==> src/rtl/i2cms_pkg.sv <==
`timescale 1ns / 1ps
package i2cms_pkg;

	// Width of the transfer byte counters.
	localparam int COUNT_BITS = 16;
	typedef logic [COUNT_BITS-1:0] cnt_t;

	// Stream widths: fields packed from bit 0 and padded to whole bytes.
	localparam int IN_TDATA_W  = 56;
	localparam int OUT_TDATA_W = 40;

	// Depth of the queue between the front and the back. Must be a power of two.
	localparam int QUEUE_DEPTH = 2;
	localparam int QPTR_BITS   = $clog2(QUEUE_DEPTH);
	localparam int QCNT_BITS   = $clog2(QUEUE_DEPTH + 1);

	typedef enum logic [1:0] {
		OP_START_TX = 2'd0,
		OP_START_RX = 2'd1,
		OP_EVENT    = 2'd2,
		OP_ERROR    = 2'd3
	} op_t;

	typedef enum logic [1:0] {
		XS_READY = 2'd0,
		XS_TX    = 2'd1,
		XS_RX    = 2'd2
	} xfer_state_t;

	typedef enum logic [1:0] {
		ACK_KEEP  = 2'd0,
		ACK_CLEAR = 2'd1,
		ACK_SET   = 2'd2
	} ack_t;

	// Notification bit positions.
	localparam int NT_TX_DONE = 0;
	localparam int NT_RX_DONE = 1;
	localparam int NT_STOP    = 2;
	localparam int NT_DATA_RQ = 3;
	localparam int NT_DATA_RX = 4;
	localparam int NT_ERR_LO  = 5;
	localparam int NT_ERR_HI  = 9;

	// Event flags, laid out so that the struct matches the raw bit order.
	typedef struct packed {
		logic rxne;
		logic txe;
		logic stopf;
		logic btf;
		logic addr;
		logic sb;
	} ev_flags_t;

	// One classified request as it waits in the queue.
	typedef struct packed {
		op_t       op;
		logic [6:0] target_addr;
		cnt_t      length;
		logic      hold_bus;
		ev_flags_t ev;
		logic [4:0] error_flags;
		logic      msl;
		logic      tra;
		logic [7:0] tx_byte;
		logic [7:0] rx_byte;
	} item_t;

	// Queue status seen by the front and the back.
	typedef struct packed {
		logic full;
		logic nonempty;
	} q_status_t;

	// One result; the last member lands in the lowest bits of tdata.
	typedef struct packed {
		logic [2:0]  irq_enables;
		logic [9:0]  notify_mask;
		logic        clear_addr;
		ack_t        ack_control;
		logic        stop_request;
		logic        start_request;
		logic [7:0]  rx_data;
		logic        rx_valid;
		logic        tx_consumed;
		logic [7:0]  write_byte;
		logic        write_valid;
		xfer_state_t busy_before;
	} result_t;

endpackage

==> src/rtl/i2c_master_event_sequencer_top.sv <==
`timescale 1ns / 1ps
// Channel     Direction  Handshake                     Payload
// s_axis      in         s_axis_tvalid / s_axis_tready s_axis_tdata (56), s_axis_tuser (2)
// m_axis      out        m_axis_tvalid / m_axis_tready m_axis_tdata (40)
//
// Every request yields exactly one result. A request passes through the front
// register and the queue before the back executes it into the output register.
// The back executes one request per cycle against its transfer state while m_axis
// is not stalled, giving a sustained rate of one request per clock.
// arst_n clears the transfer state, counters, interrupt enables and all valid flags.
// A stall on m_axis holds the result in the output register; the two-entry queue
// and the front register keep accepting until both are full.
module i2c_master_event_sequencer_top (
	input  logic                              clk,
	input  logic                              arst_n,
	input  logic                              s_axis_tvalid,
	output logic                              s_axis_tready,
	// tdata fields from bit 0: target_addr(7), length(16), hold_bus(1),
	// event_flags(6), error_flags(5), mode_flags(2), tx_byte(8), rx_byte(8), zero pad(3).
	input  logic [i2cms_pkg::IN_TDATA_W-1:0]  s_axis_tdata,
	// tuser fields from bit 0: op(2).
	input  logic [1:0]                        s_axis_tuser,
	output logic                              m_axis_tvalid,
	input  logic                              m_axis_tready,
	// tdata fields from bit 0: busy_before(2), write_valid(1), write_byte(8),
	// tx_consumed(1), rx_valid(1), rx_data(8), start_request(1), stop_request(1),
	// ack_control(2), clear_addr(1), notify_mask(10), irq_enables(3), zero pad(1).
	output logic [i2cms_pkg::OUT_TDATA_W-1:0] m_axis_tdata
);

	// The front only decodes and classifies; all transfer state lives in the back,
	// so the queue between them may hold requests freely without hazards.
	i2cms_pkg::q_status_t q_status;
	i2cms_pkg::item_t     push_item;
	i2cms_pkg::item_t     head_item;
	logic                 push;
	logic                 pop;

	i2cms_front u_front (
		.clk           (clk),
		.arst_n        (arst_n),
		.s_axis_tvalid (s_axis_tvalid),
		.s_axis_tready (s_axis_tready),
		.s_axis_tdata  (s_axis_tdata),
		.s_axis_tuser  (s_axis_tuser),
		.q_status      (q_status),
		.push          (push),
		.push_item     (push_item)
	);

	i2cms_queue u_queue (
		.clk       (clk),
		.arst_n    (arst_n),
		.push      (push),
		.push_item (push_item),
		.pop       (pop),
		.head_item (head_item),
		.q_status  (q_status)
	);

	// The back pops a request whenever the queue is nonempty and the output register is
	// empty or being drained in the same cycle, and commits its state change at that edge.
	i2cms_back u_back (
		.clk           (clk),
		.arst_n        (arst_n),
		.q_status      (q_status),
		.head_item     (head_item),
		.pop           (pop),
		.m_axis_tvalid (m_axis_tvalid),
		.m_axis_tready (m_axis_tready),
		.m_axis_tdata  (m_axis_tdata)
	);

endmodule

==> src/rtl/i2cms_front.sv <==
`timescale 1ns / 1ps
module i2cms_front (
	input  logic                                 clk,
	input  logic                                 arst_n,
	input  logic                                 s_axis_tvalid,
	output logic                                 s_axis_tready,
	input  logic [i2cms_pkg::IN_TDATA_W-1:0]     s_axis_tdata,
	input  logic [1:0]                           s_axis_tuser,
	input  i2cms_pkg::q_status_t                 q_status,
	output logic                                 push,
	output i2cms_pkg::item_t                     push_item
);

	logic             valid_s1;
	i2cms_pkg::item_t item_s1;
	i2cms_pkg::item_t decoded;

	// Unpack the stream word into named fields.
	always_comb begin
		decoded.op             = i2cms_pkg::op_t'(s_axis_tuser);
		decoded.target_addr    = s_axis_tdata[6:0];
		decoded.length         = i2cms_pkg::cnt_t'(s_axis_tdata[22:7]);
		decoded.hold_bus       = s_axis_tdata[23];
		decoded.ev             = i2cms_pkg::ev_flags_t'(s_axis_tdata[29:24]);
		decoded.error_flags    = s_axis_tdata[34:30];
		decoded.msl            = s_axis_tdata[35];
		decoded.tra            = s_axis_tdata[36];
		decoded.tx_byte        = s_axis_tdata[44:37];
		decoded.rx_byte        = s_axis_tdata[52:45];
	end

	assign s_axis_tready = !valid_s1 || !q_status.full;
	assign push          = valid_s1 && !q_status.full;
	assign push_item     = item_s1;

	always_ff @(posedge clk or negedge arst_n) begin
		if (!arst_n) begin
			valid_s1 <= 1'b0;
		end else if (s_axis_tready) begin
			valid_s1 <= s_axis_tvalid;
		end
	end

	always_ff @(posedge clk) begin
		if (s_axis_tvalid && s_axis_tready) begin
			item_s1 <= decoded;
		end
	end

endmodule

==> src/rtl/i2cms_queue.sv <==
`timescale 1ns / 1ps
module i2cms_queue (
	input  logic                 clk,
	input  logic                 arst_n,
	input  logic                 push,
	input  i2cms_pkg::item_t     push_item,
	input  logic                 pop,
	output i2cms_pkg::item_t     head_item,
	output i2cms_pkg::q_status_t q_status
);

	i2cms_pkg::item_t               mem [i2cms_pkg::QUEUE_DEPTH];
	logic [i2cms_pkg::QPTR_BITS-1:0] wr_ptr_q;
	logic [i2cms_pkg::QPTR_BITS-1:0] rd_ptr_q;
	logic [i2cms_pkg::QCNT_BITS-1:0] count_q;

	assign q_status.full     = (count_q == i2cms_pkg::QCNT_BITS'(i2cms_pkg::QUEUE_DEPTH));
	assign q_status.nonempty = (count_q != '0);
	assign head_item         = mem[rd_ptr_q];

	always_ff @(posedge clk or negedge arst_n) begin
		if (!arst_n) begin
			wr_ptr_q <= '0;
			rd_ptr_q <= '0;
			count_q  <= '0;
		end else begin
			if (push) begin
				wr_ptr_q <= wr_ptr_q + 1'b1;
			end
			if (pop) begin
				rd_ptr_q <= rd_ptr_q + 1'b1;
			end
			if (push && !pop) begin
				count_q <= count_q + 1'b1;
			end else if (pop && !push) begin
				count_q <= count_q - 1'b1;
			end
		end
	end

	always_ff @(posedge clk) begin
		if (push) begin
			mem[wr_ptr_q] <= push_item;
		end
	end

endmodule

==> src/rtl/i2cms_back.sv <==
`timescale 1ns / 1ps
module i2cms_back (
	input  logic                                 clk,
	input  logic                                 arst_n,
	input  i2cms_pkg::q_status_t                 q_status,
	input  i2cms_pkg::item_t                     head_item,
	output logic                                 pop,
	output logic                                 m_axis_tvalid,
	input  logic                                 m_axis_tready,
	output logic [i2cms_pkg::OUT_TDATA_W-1:0]    m_axis_tdata
);

	i2cms_pkg::xfer_state_t st_q, st_d;
	i2cms_pkg::cnt_t        tx_rem_q, tx_rem_d;
	i2cms_pkg::cnt_t        rx_rem_q, rx_rem_d;
	i2cms_pkg::cnt_t        rx_total_q, rx_total_d;
	i2cms_pkg::cnt_t        rx_left;
	logic [6:0]             taddr_q, taddr_d;
	logic                   keep_q, keep_d;
	logic                   evt_on_q, evt_on_d;
	logic                   buf_on_q, buf_on_d;
	logic                   err_on_q, err_on_d;
	i2cms_pkg::result_t     res;
	i2cms_pkg::result_t     res_q;
	logic                   out_valid_q;
	i2cms_pkg::item_t       it;

	assign it  = head_item;
	assign pop = q_status.nonempty && (!out_valid_q || m_axis_tready);

	always_comb begin
		st_d       = st_q;
		tx_rem_d   = tx_rem_q;
		rx_rem_d   = rx_rem_q;
		rx_total_d = rx_total_q;
		taddr_d    = taddr_q;
		keep_d     = keep_q;
		evt_on_d   = evt_on_q;
		buf_on_d   = buf_on_q;
		err_on_d   = err_on_q;
		rx_left    = rx_rem_q;
		res        = '0;
		res.busy_before = i2cms_pkg::XS_READY;
		res.ack_control = i2cms_pkg::ACK_KEEP;

		unique case (it.op)
			i2cms_pkg::OP_START_TX, i2cms_pkg::OP_START_RX: begin
				res.busy_before = st_q;
				if (st_q != i2cms_pkg::XS_TX && st_q != i2cms_pkg::XS_RX) begin
					if (it.op == i2cms_pkg::OP_START_TX) begin
						tx_rem_d = it.length;
						st_d     = i2cms_pkg::XS_TX;
					end else begin
						rx_rem_d   = it.length;
						rx_total_d = it.length;
						st_d       = i2cms_pkg::XS_RX;
					end
					taddr_d           = it.target_addr;
					keep_d            = it.hold_bus;
					res.start_request = 1'b1;
					evt_on_d          = 1'b1;
					buf_on_d          = 1'b1;
					err_on_d          = 1'b1;
				end
			end
			i2cms_pkg::OP_EVENT: begin
				// Start bit: send the address byte with the direction bit.
				if (evt_on_q && it.ev.sb) begin
					if (st_q == i2cms_pkg::XS_TX) begin
						res.write_valid = 1'b1;
						res.write_byte  = {taddr_q, 1'b0};
					end else if (st_q == i2cms_pkg::XS_RX) begin
						res.write_valid = 1'b1;
						res.write_byte  = {taddr_q, 1'b1};
					end
				end
				if (evt_on_q && it.ev.addr) begin
					if (it.msl && st_q == i2cms_pkg::XS_RX
					    && rx_total_q == i2cms_pkg::cnt_t'(1)) begin
						res.ack_control = i2cms_pkg::ACK_CLEAR;
					end
					res.clear_addr = 1'b1;
				end
				// Byte transfer finished with the buffer drained and no bytes left closes a transmit.
				if (evt_on_q && it.ev.btf && it.ev.txe && st_q == i2cms_pkg::XS_TX
				    && tx_rem_q == '0) begin
					res.stop_request = !keep_q;
					st_d             = i2cms_pkg::XS_READY;
					evt_on_d         = 1'b0;
					buf_on_d         = 1'b0;
					tx_rem_d         = '0;
					res.notify_mask[i2cms_pkg::NT_TX_DONE] = 1'b1;
				end
				if (evt_on_q && it.ev.stopf) begin
					res.notify_mask[i2cms_pkg::NT_STOP] = 1'b1;
				end
				if (evt_on_q && buf_on_q && it.ev.txe) begin
					if (it.msl) begin
						if (st_q == i2cms_pkg::XS_TX && tx_rem_q != '0 && !res.write_valid) begin
							res.write_valid = 1'b1;
							res.write_byte  = it.tx_byte;
							res.tx_consumed = 1'b1;
							tx_rem_d        = tx_rem_q - i2cms_pkg::cnt_t'(1);
						end
					end else if (it.tra) begin
						res.notify_mask[i2cms_pkg::NT_DATA_RQ] = 1'b1;
					end
				end
				if (evt_on_q && buf_on_q && it.ev.rxne) begin
					if (it.msl) begin
						if (st_q == i2cms_pkg::XS_RX) begin
							if (rx_total_q != '0) begin
								if (rx_total_q > i2cms_pkg::cnt_t'(1)
								    && rx_rem_q == i2cms_pkg::cnt_t'(2)) begin
									res.ack_control = i2cms_pkg::ACK_CLEAR;
								end
								res.rx_valid = 1'b1;
								res.rx_data  = it.rx_byte;
								if (rx_rem_q != '0) begin
									rx_left = rx_rem_q - i2cms_pkg::cnt_t'(1);
								end
							end
							rx_rem_d = rx_left;
							if (rx_left == '0) begin
								res.stop_request = !keep_q;
								st_d             = i2cms_pkg::XS_READY;
								evt_on_d         = 1'b0;
								buf_on_d         = 1'b0;
								rx_rem_d         = '0;
								rx_total_d       = '0;
								res.ack_control  = i2cms_pkg::ACK_SET;
								res.notify_mask[i2cms_pkg::NT_RX_DONE] = 1'b1;
							end
						end
					end else if (!it.tra) begin
						res.notify_mask[i2cms_pkg::NT_DATA_RX] = 1'b1;
					end
				end
			end
			i2cms_pkg::OP_ERROR: begin
				if (err_on_q) begin
					res.notify_mask[i2cms_pkg::NT_ERR_HI:i2cms_pkg::NT_ERR_LO] = it.error_flags;
				end
			end
		endcase

		res.irq_enables = {err_on_d, buf_on_d, evt_on_d};
	end

	always_ff @(posedge clk or negedge arst_n) begin
		if (!arst_n) begin
			st_q        <= i2cms_pkg::XS_READY;
			tx_rem_q    <= '0;
			rx_rem_q    <= '0;
			rx_total_q  <= '0;
			taddr_q     <= '0;
			keep_q      <= 1'b0;
			evt_on_q    <= 1'b0;
			buf_on_q    <= 1'b0;
			err_on_q    <= 1'b0;
			out_valid_q <= 1'b0;
		end else begin
			if (pop) begin
				st_q        <= st_d;
				tx_rem_q    <= tx_rem_d;
				rx_rem_q    <= rx_rem_d;
				rx_total_q  <= rx_total_d;
				taddr_q     <= taddr_d;
				keep_q      <= keep_d;
				evt_on_q    <= evt_on_d;
				buf_on_q    <= buf_on_d;
				err_on_q    <= err_on_d;
				out_valid_q <= 1'b1;
			end else if (m_axis_tready) begin
				out_valid_q <= 1'b0;
			end
		end
	end

	always_ff @(posedge clk) begin
		if (pop) begin
			res_q <= res;
		end
	end

	assign m_axis_tvalid = out_valid_q;
	assign m_axis_tdata  = {{(i2cms_pkg::OUT_TDATA_W - $bits(i2cms_pkg::result_t)){1'b0}}, res_q};

endmodule

==> config.mk <==
export PLATFORM = sky130hd
export DESIGN_NAME = i2c_master_event_sequencer_top
export DESIGN_NICKNAME = d
export VERILOG_FILES = /design/src/rtl/i2cms_pkg.sv /design/src/rtl/i2c_master_event_sequencer_top.sv /design/src/rtl/i2cms_front.sv /design/src/rtl/i2cms_queue.sv /design/src/rtl/i2cms_back.sv
export SDC_FILE = /design/constraint.sdc
export NUM_CORES = 1
export LEC_CHECK = 0
export ABC_CLOCK_PERIOD_IN_PS = 3600
export BUFFER_PORTS_ARGS = -buffer_cell sky130_fd_sc_hd__buf_2
export CAP_MARGIN = 20
export CELL_PAD_IN_SITES_DETAIL_PLACEMENT = 0
export CELL_PAD_IN_SITES_GLOBAL_PLACEMENT = 1
export CORE_MARGIN = 5
export CORE_UTILIZATION = 40
export DETAILED_ROUTE_END_ITERATION = 7
export GPL_ROUTABILITY_DRIVEN = 0
export PLACE_DENSITY = 0.72
export SETUP_SLACK_MARGIN = 0.2
export SYNTH_ARGS = -nofsm -noshare
export SYNTH_HDL_FRONTEND = slang
export SYNTH_SLANG_ARGS = --single-unit
export TNS_END_PERCENT = 10
==> constraint.sdc <==
create_clock -name clk -period 3.6 [get_ports clk]
set_clock_uncertainty 0.15 [all_clocks]
set_input_delay 0.18 -clock clk [delete_from_list [all_inputs] [get_ports clk]]
set_output_delay 0.18 -clock clk [all_outputs]
set_load 0.1 [all_outputs]
-- After elaboration in Yosys (flattened, before gate mapping)
Memory sizes are Yosys's and may differ from the RTL's.
Index checks and enable logic that the tools add are counted.
- mux-type cells: 78
- bitwise gates (word level): 3
- equality and inequality tests: 17
- order comparisons: 1
- reductions and logical operators: 52
- $add $sub $neg: 6
- operators with widths (cell ; count):
    16-bit 2-to-1 mux ; 22
    16-bit case mux with 2 select lines ; 3
    9-bit 2-to-1 mux ; 6
    16-bit nonzero test ; 3
    16-bit zero test ; 2
    16-bit by 1-bit subtractor with 16-bit output, second input constant ; 2
    1-bit 2-to-1 mux ; 27
    2-bit 2-to-1 mux ; 11
    1-bit logical AND ; 21
    16-bit by 1-bit equality test with 1-bit output, second input constant ; 1
    16-bit by 2-bit equality test with 1-bit output, second input constant ; 1
    16-bit by 1-bit greater-than comparator with 1-bit output, second input constant ; 1
    3-bit 2-to-1 mux ; 5
    2-bit by 1-bit != test with 1-bit output, second input constant ; 7
    10-bit 2-to-1 mux ; 1
    3-bit AND reduction ; 3
    2-bit equality test, second input constant ; 4
    4-bit AND reduction ; 2
    8-bit AND reduction ; 1
    2-bit nonzero test ; 4
    1-bit zero test ; 7
    7-bit AND reduction ; 1
    3-bit OR reduction ; 2
    5-bit AND reduction ; 1
    12 further kinds ; 19
- flip-flop bits (word level): 161
- RAM bits: 110
- memories kept: 1
- logic and storage cells: 203
- bits of input ports: 62
- memories (name ; words ; bits a word ; rd ports ; clocked after memory_dff ; wr ports ; RTL line ; text):
    u_queue.mem ; 2 ; 55 ; 1 ; 0 ; 1 ; i2cms_queue.sv:12 ; i2cms_pkg::item_t mem [i2cms_pkg::QUEUE_DEPTH];

-- Longest topological paths before layout
- depth after elaboration: 13
- depth in mapped cells: 13
- mapped depth without buffers: 10

-- Modules after synthesis
A second synthesis with hierarchy kept.
- cell total of the unflattened synthesis: 806
- area total of the unflattened synthesis: 11542.3 µm²
- by module, submodules not included (module ; cells each ; times used ; area an instance (µm²)):
    i2cms_back ; 559 ; 1 ; 5517.8
    i2cms_queue ; 187 ; 1 ; 4322.9
    i2cms_front ; 60 ; 1 ; 1701.6

-- Least setup slack after synthesis
Ideal clock, no wire load.
- path kind: flip-flop to flip-flop
- from: reg u_queue.rd_ptr_q
- to: reg u_back.rx_rem_q[11]
- setup time: 134 ps
- stages on the path, launching flop included: 14
- buffers on the path: 5
- data arrival time: 3277 ps
- path slack: 39 ps
- clock period less this slack: 3561 ps
- cell sequence: dfrtp_1 -> buf_1 -> buf_2 -> buf_1 -> mux2i_1 -> ha_1 -> clkbuf_1 -> nand2_1 -> a21o_1 -> a211o_1 -> clkbuf_1 -> o21bai_1 -> nand2_1 -> o21ai_0
- cells in the longest elaborated chain, start to end: 5
- elaborated cells on any way between the ends: 16
- RTL lines (item ; RTL line ; text):
    from (decl) ; i2cms_queue.sv:14 ; logic [i2cms_pkg::QPTR_BITS-1:0] rd_ptr_q;
    from (signal assigned) ; i2cms_queue.sv:31 ; rd_ptr_q <= rd_ptr_q + 1'b1;
    memory 2 x 55 bit (*) ; n/a ;
    2-bit by 1-bit equality test with 1-bit output / 2-bit zero test (equally long branches) ; i2cms_back.sv:46, i2cms_back.sv:50 ;
    2-bit OR reduction ; i2cms_back.sv:46 ; unique case (it.op)
    2-bit by 1-bit != test with 1-bit output (no source line) (tied with other cells) ; n/a ;
    7-bit AND reduction (no source line) ; n/a ;
    to (signal assigned) ; i2cms_back.sv:166 ; rx_rem_q <= rx_rem_d;
    to (decl) ; i2cms_back.sv:15 ; i2cms_pkg::cnt_t rx_rem_q, rx_rem_d;
Every way passes the cells marked *; elsewhere a longest branch is shown, timed or not. The select of a mux whose other input is x is not followed.
A chain may end at the register's enable or synchronous reset.

-- Worst setup path in the final report
- from: reg u_back.tx_rem_q[0]
- to: reg u_back.res_q, in the netlist u_back.m_axis_tdata[3] (data pin)
- cells in the longest elaborated chain, start to end: 6
- RTL lines (item ; RTL line ; text):
    from (decl) ; i2cms_back.sv:14 ; i2cms_pkg::cnt_t tx_rem_q, tx_rem_d;
    from (signal assigned) ; i2cms_back.sv:165 ; tx_rem_q <= tx_rem_d;
    16-bit nonzero test ; i2cms_back.sv:99 ; if (st_q == i2cms_pkg::XS_TX && tx_rem_q != '0 && !res.write_valid) begin
    1-bit logical AND (2 in a row) ; i2cms_back.sv:99 ;
    10-bit 2-to-1 mux ; i2cms_back.sv:99 ;
    9-bit 2-to-1 mux ; i2cms_back.sv:98 ; if (it.msl) begin
    9-bit 2-to-1 mux ; i2cms_back.sv:97 ; if (evt_on_q && buf_on_q && it.ev.txe) begin
    to (signal assigned) ; i2cms_back.sv:182 ; res_q <= res;
    to (decl) ; i2cms_back.sv:24 ; i2cms_pkg::result_t res_q;
Every way passes these cells.

==> run_results.csv <==
group,metric,value,unit
run_status,status,"completed",
placement,dpl-instance-area,12300,µm²
global_route,first_global_vias,6921,
layout,fin_cells,1399,
setup_path,cp_cell_sequence,"inv_1 > ha_1 > or3b_2 > nor4_2 > buf_4 > a21oi_1 > nand2b_1 > nor2_1 > a31oi_1 > nor2_1",
sta,maxSlewHeadroom,0.476,
sta,worst_pin_slew,0.785,ns
logic_synthesis,syn_area,11200,µm²
setup_path,end_kind,"flip-flop",
logic_synthesis,synth_seq_area_share,0.692,
clock_network,cts_tree,"done",
placement,dp_hpwl,15500,µm
setup_path,path_delay_family,"simple AND/OR/NAND/NOR gates",
layout,fillCellCount,2413,
logic_synthesis,yosysWarnings,0,
setup_path,crit_required,3.75,ns
global_route,antenna_found_initial,0,
route,dr.max_layer_used,"met4",
pwr,leakage,0.00531,µW
logic_synthesis,netlist_instances,827,
sta,hold_violations,0,
setup_path,reg2reg_depth,10,
clock_network,clockBufferDepth,3,
clock_network,cts_buffers,29,
floorplanning,die_h,178,µm
setup_path,reg2reg_from,"u_back.tx_rem_q[0]",
setup_path,cp.depth,10,
flow_run,cap_violations,0,
placement,io_buffer_count,99,
route,routed_wl,23700,µm
sta,final_max_slew_viol_count,0,
layout,multi_input_area,3190,µm²
logic_synthesis,async_flop_share,0.248,
sta,rsz0062_at_grt,"no",
sta,setup-tns-final,0,ns
route,met1Wirelength,11000,µm
route,drtIter0Drc,430,
layout,fin_area,13700,µm²
floorplanning,placementRows,61,
layout,drive_gt1_frac,0.218,
route,drtPass1Iterations,4,
route,detail-route-antenna-nets,0,
placement,placedCellCount,1287,
layout,area_growth,22.3,%
pwr,power,12800,µW
sta,post-route-period-util,0.891,
setup_path,critPathLaunch,"u_back.tx_rem_q[0]",
setup_path,crit_arrival,3.35,ns
clock_network,clk_pin_slew,0.07,ns
layout,final_core_util,0.495,
global_route,grt_pass1_wl,37400,µm
logic_synthesis,synth_edf_count,203,
logic_synthesis,syn_nets,901,
clock_network,numClockSinks,270,
min_path,hold_path.class,"primary input to asynchronous set/reset pin",
clock_network,htreeDepth,1,
setup_path,crit_type,"flip-flop to flip-flop",
sta,fmax,0.312,GHz
route,drc,0,
setup_path,critPathLaunchType,"flip-flop",
logic_synthesis,avgSynthCellArea,13.6,µm²
clock_network,clkLatencyLatePin,0.56,ns
logic_synthesis,ys.flop_type,"edfxtp_1",
layout,antenna_cells,0,
floorplanning,core_area,27800,µm²
global_route,overflow,0,
route,routedWlPerCell,16.9,µm
setup_path,cp_slowest_stage_delay,0.57,ns
floorplanning,die-area,31600,µm²
floorplanning,die_w,178,µm
pwr,irDropWorstVdd,0.474,mV
setup_path,cpMostUsedCell,"nor2_1",
setup_path,cp.buffers_inverters,2,
global_route,grt_max_degree,48,
route,vias,7110,
clock_network,cts-root-buf,"clkbuf_16",
floorplanning,io_pins,104,
floorplanning,start_util,0.405,
layout,fin_nets,1072,
logic_synthesis,synth_cell_types,66,
global_route,grt_usage,0.150,
route,vias_per_cell,5.08,
route,dr_wl_met2,11000,µm
sta,min_period,3.21,ns
logic_synthesis,ys_ff_latch,270,
sta,setup_viol,0,
setup_path,crit_fanout,18,
pwr,powerDensity,931,nW/µm²
setup_path,crit_slowest_cell,"nand2b_1",
route,met3_wirelength,1120,µm
layout,seq_area,7780,µm²
stage by stage:
stage,worst slack (ns),hold slack [ns]
after global routing,0.234,0.123
after CTS,0.387,0.0858
final,0.392,0.0645
after detailed placement,0.384,0.0957
after floorplan,0.221,-0.266
after global placement,0.388,0.0903
metal layers:
layer,vias to the layer above,global-route usage
met5,-,0
met4,0,0.0435
met3,34,0.0205
met2,183,0.238
met1,3447,0.216
li1,3446,-
cell usage after synthesis, types with 3 or more instances:
library cell	n	share of area
clkbuf_1	28	0.0094
a21oi_1	27	0.012
a31oi_1	18	0.010
or3_1	4	0.0022
and3_1	4	0.0022
xor2_1	4	0.0031
a211o_1	3	0.0023
o31a_1	4	0.0031
o21a_1	8	0.0053
o211ai_1	12	0.0080
or2_2	5	0.0028
nor3b_1	3	0.0020
xnor2_1	5	0.0039
or4_1	6	0.0040
o22ai_1	4	0.0022
mux2_2	20	0.020
buf_6	3	0.0030
buf_2	7	0.0031
nand4_1	5	0.0028
edfxtp_1	203	0.54
buf_1	5	0.0017
ha_1	12	0.013
dfrtp_1	67	0.15
nor3_1	14	0.0062
nand2b_1	7	0.0039
mux2i_1	47	0.042
nor4_1	11	0.0061
nor2_1	83	0.028
inv_1	23	0.0077
a21o_1	3	0.0020
a31o_1	8	0.0062
nand2_1	53	0.018
o21ai_0	62	0.028
a31o_2	8	0.0062
a41oi_1	3	0.0023
nand3_1	7	0.0031
and2_1	4	0.0022
sequential cells by signal, indices dropped and copies added, names as in the netlist:
register and flops:
u_back.rx_rem_q 16, u_queue.rd_ptr_q 1, u_back.m_axis_tvalid 1, u_back.evt_on_q 1
u_front.push_item 55, u_back.taddr_q 7, u_back.m_axis_tdata 38, u_queue.wr_ptr_q 1
u_queue.count_q 2, u_back.tx_rem_q 16, u_queue.mem 110, u_back.buf_on_q 1
u_back.rx_total_q 16, u_back.keep_q 1, u_back.st_q 2, u_front.valid_s1 1
u_back.err_on_q 1
report_power, final:
| group | switching [µW] | internal (µW) | total [µW] | leakage [µW] |
|---|---|---|---|---|
| combinational | 3430 | 1470 | 4900 | 0.00215 |
| sequential | 565 | 4570 | 5130 | 0.00271 |
| clock | 1200 | 1560 | 2760 | 0.000446 |
| total | 5200 | 7590 | 12800 | 0.00531 |
worst paths after layout:
kind                                           to  slack, ns
setup / recovery           u_back.m_axis_tdata[3]       0.39
hold / removal                   u_queue.rd_ptr_q       0.06
setup reg to reg           u_back.m_axis_tdata[3]       0.39
hold reg to reg                u_queue.mem[1][32]       0.29
max in group asynchronous   u_back.rx_total_q[12]       2.45
min in group clk            u_front.push_item[31]       0.18
logic make-up (layout without fill, tap and decap cells):
logic type,after synthesis,count (layout),share of synthesized area
AOI/OAI and AO/OA,180,180,0.104
and+or+nand+nor,219,219,0.0940
DFF,270,270,0.692
buffers and inverters,68,262,0.0262
muxes,68,68,0.0632
xor gates and xnor gates,9,9,0.00701
other,1,1,0.000334
adders and majority gates,12,12,0.0134
cells in the final DEF, fill, tap and decap left out, types with 4 or more instances in the layout:
cell           count
or3_1              4
edfxtp_1         203
clkbuf_16         29
mux2_2            20
nand2b_1           7
or4_1              6
mux2i_1           47
o21ai_0           62
clkinv_2          10
dlygate4sd3_1     58
o22ai_1            4
inv_1             22
o211ai_1          12
o21a_1             8
ha_1              12
a31oi_1           18
nor2_1            82
clkinv_1           6
buf_4             25
xor2_1             4
nor4_1            11
or2_2              5
xnor2_1            5
nand4_1            5
buf_2             99
a31o_2             8
dfrtp_1           66
nand3_1            7
o31a_1             4
nand2_1           53
a21oi_1           27
nor3_1            14
a31o_1             8
cell type report:
class / instances / area share
clock buffer: 32 / 0.0536
inverter: 23 / 0.00628
timing repair buffer: 185 / 0.0963
clock inverter: 22 / 0.0114
sequential: 270 / 0.566
tap: 378 / 0.0344
multi-input combinational: 489 / 0.232
timing repair:
item / 4_1_cts / 5_1_grt
hold endpoints to repair: 79 / 0
buffers inserted: 0 / 0
hold buffers: 58 / 0
setup endpoints to repair: 0 / 7
gates resized for setup: 0 / 2
Note: power is estimated with default switching activity, not from simulation.
